### src/sv/u8sd_pkg.sv
// Package for the UTF-8 stream decoder: decoder state and result types,
// byte range limits and the count cap. No dependencies.
package u8sd_pkg;

  localparam int unsigned CpWidth    = 21;
  localparam int unsigned CountWidth = 17;

  // Buffer size bound; the count saturates at the smaller of this and the count range.
  localparam int unsigned MaxBufferBytes = 65536;
  localparam int unsigned CountRangeMax  = (1 << CountWidth) - 1;
  localparam logic [CountWidth-1:0] CountCap =
    CountWidth'((MaxBufferBytes > CountRangeMax) ? CountRangeMax : MaxBufferBytes);

  // Byte limits
  localparam logic [7:0] AsciiMax   = 8'h7F;
  localparam logic [7:0] Lead2Min   = 8'hC2;
  localparam logic [7:0] Lead2Max   = 8'hDF;
  localparam logic [7:0] Lead3Min   = 8'hE0;
  localparam logic [7:0] Lead3Max   = 8'hEF;
  localparam logic [7:0] Lead4Min   = 8'hF0;
  localparam logic [7:0] Lead4Max   = 8'hF4;
  localparam logic [7:0] ContMin    = 8'h80;
  localparam logic [7:0] ContMax    = 8'hBF;
  localparam logic [7:0] LeadE0     = 8'hE0;
  localparam logic [7:0] LeadED     = 8'hED;
  localparam logic [7:0] LeadF0     = 8'hF0;
  localparam logic [7:0] LeadF4     = 8'hF4;
  localparam logic [7:0] E0SecondLo = 8'hA0;
  localparam logic [7:0] EDSecondHi = 8'h9F;
  localparam logic [7:0] F0SecondLo = 8'h90;
  localparam logic [7:0] F4SecondHi = 8'h8F;

  typedef struct packed {
    logic [CpWidth-1:0]    partial;
    logic [1:0]            need;
    logic                  second;
    logic [7:0]            lead;
    logic [CountWidth-1:0] count;
  } dec_state_t;

  typedef struct packed {
    logic                  emit;
    logic [CpWidth-1:0]    code_point;
    logic                  has_code_point;
    logic                  end_of_buffer;
    logic [CountWidth-1:0] unit_count;
  } dec_result_t;

endpackage

### src/sv/u8sd_step.sv
// One decode step: next decoder state and result for one byte.
// Pure combinational logic; uses u8sd_pkg.
module u8sd_step
  import u8sd_pkg::*;
(
  input  dec_state_t  state_i,
  input  logic [7:0]  data_byte_i,
  input  logic        last_i,
  output dec_state_t  state_o,
  output dec_result_t result_o
);

  logic [7:0]         lo;
  logic [7:0]         hi;
  logic               cont_ok;
  logic               as_lead;
  logic               have;
  logic [CpWidth-1:0] cp;
  logic [CpWidth-1:0] shifted;

  // Second byte limits depend on the lead
  always_comb begin
    lo = ContMin;
    hi = ContMax;
    if (state_i.second) begin
      case (state_i.lead)
        LeadE0:  lo = E0SecondLo;
        LeadED:  hi = EDSecondHi;
        LeadF0:  lo = F0SecondLo;
        LeadF4:  hi = F4SecondHi;
        default: ;
      endcase
    end
    cont_ok = (data_byte_i >= lo) && (data_byte_i <= hi);
  end

  assign shifted = {state_i.partial[CpWidth-7:0], data_byte_i[5:0]};

  always_comb begin
    state_o = state_i;
    have    = 1'b0;
    cp      = '0;
    as_lead = 1'b0;

    if (state_i.need != 2'd0) begin
      if (cont_ok) begin
        state_o.partial = shifted;
        state_o.need    = state_i.need - 2'd1;
        state_o.second  = 1'b0;
        if (state_i.need == 2'd1) begin
          cp              = shifted;
          have            = 1'b1;
          state_o.partial = '0;
          state_o.lead    = '0;
        end
      end else begin
        // drop the open sequence, decode this byte again as a lead
        as_lead = 1'b1;
      end
    end else begin
      as_lead = 1'b1;
    end

    if (as_lead) begin
      state_o.partial = '0;
      state_o.need    = 2'd0;
      state_o.second  = 1'b0;
      state_o.lead    = '0;
      if (data_byte_i <= AsciiMax) begin
        cp   = CpWidth'(data_byte_i);
        have = 1'b1;
      end else if (data_byte_i inside {[Lead2Min:Lead2Max]}) begin
        state_o.partial = CpWidth'(data_byte_i[4:0]);
        state_o.need    = 2'd1;
        state_o.second  = 1'b1;
        state_o.lead    = data_byte_i;
      end else if (data_byte_i inside {[Lead3Min:Lead3Max]}) begin
        state_o.partial = CpWidth'(data_byte_i[3:0]);
        state_o.need    = 2'd2;
        state_o.second  = 1'b1;
        state_o.lead    = data_byte_i;
      end else if (data_byte_i inside {[Lead4Min:Lead4Max]}) begin
        state_o.partial = CpWidth'(data_byte_i[2:0]);
        state_o.need    = 2'd3;
        state_o.second  = 1'b1;
        state_o.lead    = data_byte_i;
      end
    end

    if (have && (state_i.count < CountCap)) begin
      state_o.count = state_i.count + CountWidth'(1);
    end

    result_o.emit           = have | last_i;
    result_o.code_point     = cp;
    result_o.has_code_point = have;
    result_o.end_of_buffer  = last_i;
    result_o.unit_count     = state_o.count;

    // end of buffer: start the next one from scratch
    if (last_i) begin
      state_o = '0;
    end
  end

endmodule

### src/sv/utf8_stream_decoder_core.sv
// Strict UTF-8 stream decoder: one byte in per cycle, at most one result per byte.
// Bytes enter an input register and pass through one decode step (u8sd_step)
// into a result register, which takes the result once it is free or draining;
// the block sustains one byte per cycle as long as results are taken.
// Code points come out as full 21-bit values; the buffer's last byte
// always yields a result carrying the count of code points in that buffer.
// Bytes that do not complete a code point and are not last yield nothing.
// Uses u8sd_pkg and u8sd_step.
module utf8_stream_decoder_core
  import u8sd_pkg::*;
(
  input  logic                  clk_i,
  input  logic                  rst_ni,
  input  logic                  in_valid_i,
  output logic                  in_ready_o,
  input  logic [7:0]            data_byte_i,
  input  logic                  end_of_buffer_i,
  output logic                  out_valid_o,
  input  logic                  out_ready_i,
  output logic [CpWidth-1:0]    code_point_o,
  output logic                  has_code_point_o,
  output logic                  end_of_buffer_res_o,
  output logic [CountWidth-1:0] unit_count_o
);

  logic        in_vld_q, in_vld_d;
  logic [7:0]  byte_q;
  logic        last_q;
  logic        adv;

  dec_state_t  state_q, state_d;
  dec_result_t res;
  logic        out_vld_q, out_vld_d;
  dec_result_t out_q;

  u8sd_step u_step (
    .state_i     (state_q),
    .data_byte_i (byte_q),
    .last_i      (last_q),
    .state_o     (state_d),
    .result_o    (res)
  );

  // advance the held word when the result register is free or draining
  assign adv        = in_vld_q && (!out_vld_q || out_ready_i);
  assign in_ready_o = !in_vld_q || adv;

  always_comb begin
    in_vld_d = in_vld_q;
    if (in_valid_i && in_ready_o) begin
      in_vld_d = 1'b1;
    end else if (adv) begin
      in_vld_d = 1'b0;
    end

    out_vld_d = out_vld_q;
    if (adv && res.emit) begin
      out_vld_d = 1'b1;
    end else if (out_ready_i) begin
      out_vld_d = 1'b0;
    end
  end

  always_ff @(posedge clk_i or negedge rst_ni) begin
    if (!rst_ni) begin
      in_vld_q  <= 1'b0;
      out_vld_q <= 1'b0;
      state_q   <= '0;
    end else begin
      in_vld_q  <= in_vld_d;
      out_vld_q <= out_vld_d;
      if (adv) begin
        state_q <= state_d;
      end
    end
  end

  always_ff @(posedge clk_i) begin
    if (in_valid_i && in_ready_o) begin
      byte_q <= data_byte_i;
      last_q <= end_of_buffer_i;
    end
    if (adv && res.emit) begin
      out_q <= res;
    end
  end

  assign out_valid_o         = out_vld_q;
  assign code_point_o        = out_q.code_point;
  assign has_code_point_o    = out_q.has_code_point;
  assign end_of_buffer_res_o = out_q.end_of_buffer;
  assign unit_count_o        = out_q.unit_count;

endmodule

### config.mk
export PLATFORM = sky130hd
export DESIGN_NAME = utf8_stream_decoder_core
export DESIGN_NICKNAME = d
export VERILOG_FILES = /design/src/sv/u8sd_pkg.sv /design/src/sv/u8sd_step.sv /design/src/sv/utf8_stream_decoder_core.sv
export SDC_FILE = /design/constraint.sdc
export NUM_CORES = 1
export LEC_CHECK = 0
export ABC_AREA = 1
export BUFFER_PORTS_ARGS = -buffer_cell sky130_fd_sc_hd__buf_2
export CORE_MARGIN = 1.5
export CORE_UTILIZATION = 45
export CTS_CLUSTER_SIZE = 30
export DETAILED_ROUTE_END_ITERATION = 8
export PLACE_DENSITY_LB_ADDON = 0.08
export SLEW_MARGIN = 20
export SYNTH_ARGS = -nofsm -noshare
export SYNTH_HDL_FRONTEND = slang
export SYNTH_SLANG_ARGS = --single-unit
### constraint.sdc
create_clock -name clk_i -period 6.2 [get_ports clk_i]
set_clock_uncertainty 0.2 [all_clocks]
set_input_delay 0 -clock clk_i [delete_from_list [all_inputs] [get_ports clk_i]]
set_output_delay 0 -clock clk_i [all_outputs]
set_load 0.03 [all_outputs]
* After elaboration in Yosys (flattened, before gate mapping)
Cells that the tools add are included.
Word-level totals: bits of input ports 13, bits in registers 94, word-level logic and storage cells 82, output and inout bits 42
Operators by class: equal/unequal tests 5, add/subtract/negate cells 2, reduce and logical (&&, ||, !) cells 20, order comparisons 10, mux-type cells 31, bitwise gates (word level) 1
Operators by type and width (number):
- 26-bit two-way mux | 5
- 21-bit two-way mux | 5
- 43-bit two-way mux | 1
- 8-bit == test (second input constant) | 4
- 15-bit two-way mux | 2
- 8-bit >= comparator (second input constant) | 3
- 8-bit <= comparator (second input constant) | 3
- 8-bit two-way mux | 3
- 6-bit one-hot mux with 2 select lines | 2
- 17-bit by 1-bit adder with 17-bit output (second input constant) | 1
- 17-bit < comparator (second input constant) | 1
- 17-bit two-way mux | 1
- 14-bit two-way mux | 1
- 1-bit two-way mux | 11
- 3-bit nonzero test | 3
- 8-bit >= comparator | 1
- 8-bit by 7-bit <= comparator with 1-bit output (second input constant) | 1
- 8-bit <= comparator | 1
- 1-bit logical AND | 8
- 2-bit nonzero test | 3
- 4-bit AND reduction | 1
- 3-bit AND reduction | 1
- 2-bit by 1-bit == test with 1-bit output (second input constant) | 1
- 1-bit zero test | 2
- 3 further kinds | 4

* Depth between registers and ports, before layout
depth in word-level cells 12, gate-level depth with buffers 17, gate-level depth less buffers 16

* By module
From an unflattened synthesis, not the netlist that was laid out.
Unflattened totals: cell total of the unflattened synthesis 606, area, all modules 5143.7 um^2
By module, submodules not included:
- utf8_stream_decoder_core | sequential area each 2747.6 um^2, cells an instance 274, instances 1, area each 3535.9 um^2
- u8sd_step | sequential area each 0.0 um^2, cells an instance 332, instances 1, area each 1607.8 um^2

* Worst setup path after synthesis
OpenSTA, ideal clock, no wires.
path type register -> register, start point register state_q[21] (netlist name), end point register out_q (netlist bit code_point_o[0]) (enable), setup slack 2.935 ns, stages on the path, launching flop included 13, data required time 5.606 ns, clock period less this slack 3.265 ns, setup time 0.394 ns, buffers on the path 1, arrival time 2.670 ns, cells stage by stage dfrtp_1 > nor4_1 > nand4_1 > a21oi_1 > ha_1 > nand2_1 > nand3b_1 > nand2_2 > nand4_2 > nand2_2 > buf_4 > o21ai_0 > inv_1
RTL lines:
- from (decl) | line utf8_stream_decoder_core.sv:31 | dec_state_t state_q, state_d;
- from (signal assigned) | line utf8_stream_decoder_core.sv:73 | state_q <= state_d;
- to (signal assigned) | line utf8_stream_decoder_core.sv:84 | out_q <= res;
- to (decl) | line utf8_stream_decoder_core.sv:34 | dec_result_t out_q;

* Worst setup path in the final report
start point register state_q[21] (netlist name), end point register out_q (netlist bit unit_count_o[2]) (enable)
On the way: cells in the longest elaborated chain, start to end 11, elaborated cells between the ends (all ways) 19, those cells by class 2 x order compare; 4 x eq/ne; 10 x mux; 1 x bitwise; 2 x reduce/logical
Ends and longest elaborated chain:
- 8-bit == test | line u8sd_step.sv:26 | case (state_i.lead)
- 6-bit one-hot mux with 2 select lines | line u8sd_step.sv:26
- 8-bit two-way mux | line u8sd_step.sv:25 | if (state_i.second) begin
- 8-bit >= comparator or 8-bit <= comparator (tied branches) | line u8sd_step.sv:34 | cont_ok = (data_byte_i >= lo) && (data_byte_i <= hi);
- 1-bit logical AND (*) | line u8sd_step.sv:34
- 1-bit two-way mux | line u8sd_step.sv:46 | if (cont_ok) begin
- 1-bit two-way mux | line u8sd_step.sv:45 | if (state_i.need != 2'd0) begin
- 1-bit two-way mux | line u8sd_step.sv:69 | if (data_byte_i <= AsciiMax) begin
- 1-bit two-way mux (*) | line u8sd_step.sv:64 | if (as_lead) begin
- 1-bit bitwise OR (*) | line u8sd_step.sv:94 | result_o.emit = have | last_i;
- 1-bit logical AND (*) | line utf8_stream_decoder_core.sv:83 | if (adv && res.emit) begin
Every way passes the cells marked *; elsewhere a longest branch is shown, timed or not. A chain may end at the register's enable or synchronous reset.

==> flow_summary.yaml <==
global_routing:
  grt_pass1_wl_mm: 15.15
  grt_max_degree: 46
  first_global_vias: 3184
  grt_antenna_before_repair: 0
  grt.overflow.total: 0
  track_usage_pct: 18.99
placement:
  gp_congestion: 0.8732
  port_buffers: 54
  dp_hpwl_mm: 5.993
  post_dp_cell_area_um2: 4858
  place_ws_ps: 1726
worst_setup_path:
  crit_path_max_fanout: 25
  cp-end-kind: "register"
  timing.rr.start: "state_q[21]"
  worstRegToRegCells: 12
  arrival_ps: 4310
  max_stage_delay_ps: 790
  cp-startpoint: "state_q[21]"
  cp_cell_sequence: "nor4_1 -> nand4_1 -> a21oi_1 -> ha_1 -> nand2_1 -> nand3b_1 -> nand2_2 -> nand4_2 -> nand2_2 -> o21ai_0 -> inv_1 -> buf_4"
  crit_type: "register to register"
  crit_path_top_delay_cell: "inv_1"
  critPathLaunchType: "register"
  required_ps: 6070
  crit_path_frequent_cell: "nand2_2"
yosys:
  synth_top_cells_by_count: "nand2_1, inv_1, edfxtp_1"
  yosys-top-cells-area: "edfxtp_1, dfrtp_1, nand2_1"
  synth.ff_latch_count: 94
  synth_top_cell_area_share_pct: 32.77
  synth_area_um2: 4491
  synth-async-reset-ratio_pct: 47.87
  syn_nets: 503
  yosys_warnings: 0
  yosysUniqueCellTypes: 37
  synth_edf_count: 49
  synth_cells: 483
  synth_top_cell_by_area: "edfxtp_1"
  synth_ff_type: "edfxtp_1"
  synth-seq-area-share_pct: 57.84
  synth.avg_cell_area_um2: 9.297
  yosysMostFrequentCell: "nand2_1"
sta:
  drv_slew: 0
  max-slew-margin-rel_pct: 32.62
  rsz0062_at_grt: "no"
  tightest_slew_ps: 1010
  hold_violations: 19
  worst_slack_ps: 1756
  period_minus_slack_ps: 4444
  max_freq_mhz: 225.0
  setup_viol: 0
  timing.hold.ws_ps: -16.41
  setup_tns_ps: 0
  fin_crit_sh_pct: 71.69
final_layout:
  diodes: 0
  drive_above_1_share_pct: 20.04
  nets: 569
  final_area_um2: 5236
  syn2layout_area_growth_pct: 16.61
clock_tree:
  cts.sinks: 94
  cts_tree: "done"
  cts_max_level: 3
  clk_pin_slew_ps: 100
  numCtsBuffers: 9
  cts_hold_buf: 14
  cts_resized: 0
  clk_latency_ps: 370
  root_buffer: "clkbuf_8"
  post_cts_buffers: 0
  clock_path_buffers: 2
run:
  maxCapViolCount: 0
status:
  status: "complete, but fails checks"
  violations: "negative hold slack"
drt:
  num_vias: 3293
  ant_nets: 0
  detail_route.wirelength_mm: 8.997
  post_drt_wl_per_cell_um: 13.10
  drt_iter0_drc: 115
  route.detailed.drc: 0
  first_pass_iters: 5
  viasPerCell: 4.793
floorplanning:
  rows: 36
  die_h_um: 102.9
  start_util_pct: 46.15
  dieArea_um2: 10590
  design.core.area_um2: 9729
  dieWidth_um: 102.9
  io_pins: 55
pwr:
  total_power_mw: 1.433
  p_leak_nw: 2.422
  power.density_nw_per_um2: 273.6
  peakVddDrop_mv: 0.1324
hold_path:
  hold_path_class: "input pin to async pin"
-- cells by family (layout without fill, tap and decap cells) --
logic type | count (synthesis) | after routing | synth area share [%]
flip-flops | 94 | 94 | 57.84
AND/OR/NAND/NOR | 254 | 254 | 25.22
buffers and inverters | 78 | 149 | 7.188
AO/OA/AOI/OAI | 39 | 39 | 5.657
adder cells (fa/ha/maj) | 7 | 7 | 1.950
XOR/XNOR | 11 | 11 | 2.145
-- final cells by class --
| type | instances | area, µm² |
|---|---|---|
| clock buffers | 11 | 173.9 |
| repair buffers | 70 | 427.9 |
| clock inverters | 5 | 61.31 |
| flip-flops and latches | 94 | 2597 |
| well taps | 133 | 166.4 |
| inverters | 63 | 236.5 |
| multi-input cells | 311 | 1573 |
| fillers | 922 | 4493 |
-- metal layers --
layer,share of wire (%),GRT usage [%],vias up
li1,-,-,1685
met5,0,0,-
met2,48,31.98,64
met4,1.8,8.420,0
met3,3.0,3.051,12
met1,47,24.27,1532
-- final timing paths --
path	end	slack [ps]
max in group asynchronous	state_q[23]	5390
min in group clk_i	byte_q[4]	130
worst min register to register	state_q[42]	340
worst max register to register	unit_count_o[2]	1760
worst max-delay path	unit_count_o[2]	1760
worst min-delay path	state_q[39]	-20
-- stage by stage --
step                      utilization [%]  cells
after floorplan                         -    483
after global placement              49.94    657
after detailed placement            49.94    657
after CTS                           53.79    687
after global routing                53.82    687
final                               53.82    687
-- critical path: cells and delay by family (launching register included) --
| family | cells | cell delay (ps) |
|---|---|---|
| AO/OA/AOI/OAI | 2 | 340 |
| buffers and inverters | 2 | 1170 |
| flip-flops | 1 | 390 |
| adder cells (fa/ha/maj) | 1 | 260 |
| AND/OR/NAND/NOR | 7 | 1770 |
-- sequential cells by signal, summed over array words and instances, names as in the netlist --
signal,flops
in_vld_q,1
byte_q,8
last_q,1
has_code_point_o,1
code_point_o,21
end_of_buffer_res_o,1
unit_count_o,17
out_valid_o,1
state_q,43
-- report_power, final --
group          switching (mW)  internal (mW)  total [mW]
clock                   0.221          0.237       0.459
combinational           0.172         0.0611       0.233
sequential             0.0255          0.716       0.741
-- layout by cell type, fill, tap and decap left out, types with 2 or more instances in the layout --
cell and count:
nand2_1 132, inv_1 60, buf_2 53, edfxtp_1 49, dfrtp_1 45, nor2_1 44
nand3_1 33, nand2_2 19, o21ai_0 19, dlygate4sd3_1 14, xor2_1 10, a21oi_2 10
nand4_1 9, clkbuf_8 9, ha_1 7, nor4_1 4, a21oi_1 4, nor2_2 3
buf_4 3, nand3b_1 2, inv_2 2, and2_1 2, clkbuf_16 2, clkinv_4 2
Note: power is estimated with default switching activity, not from simulation.
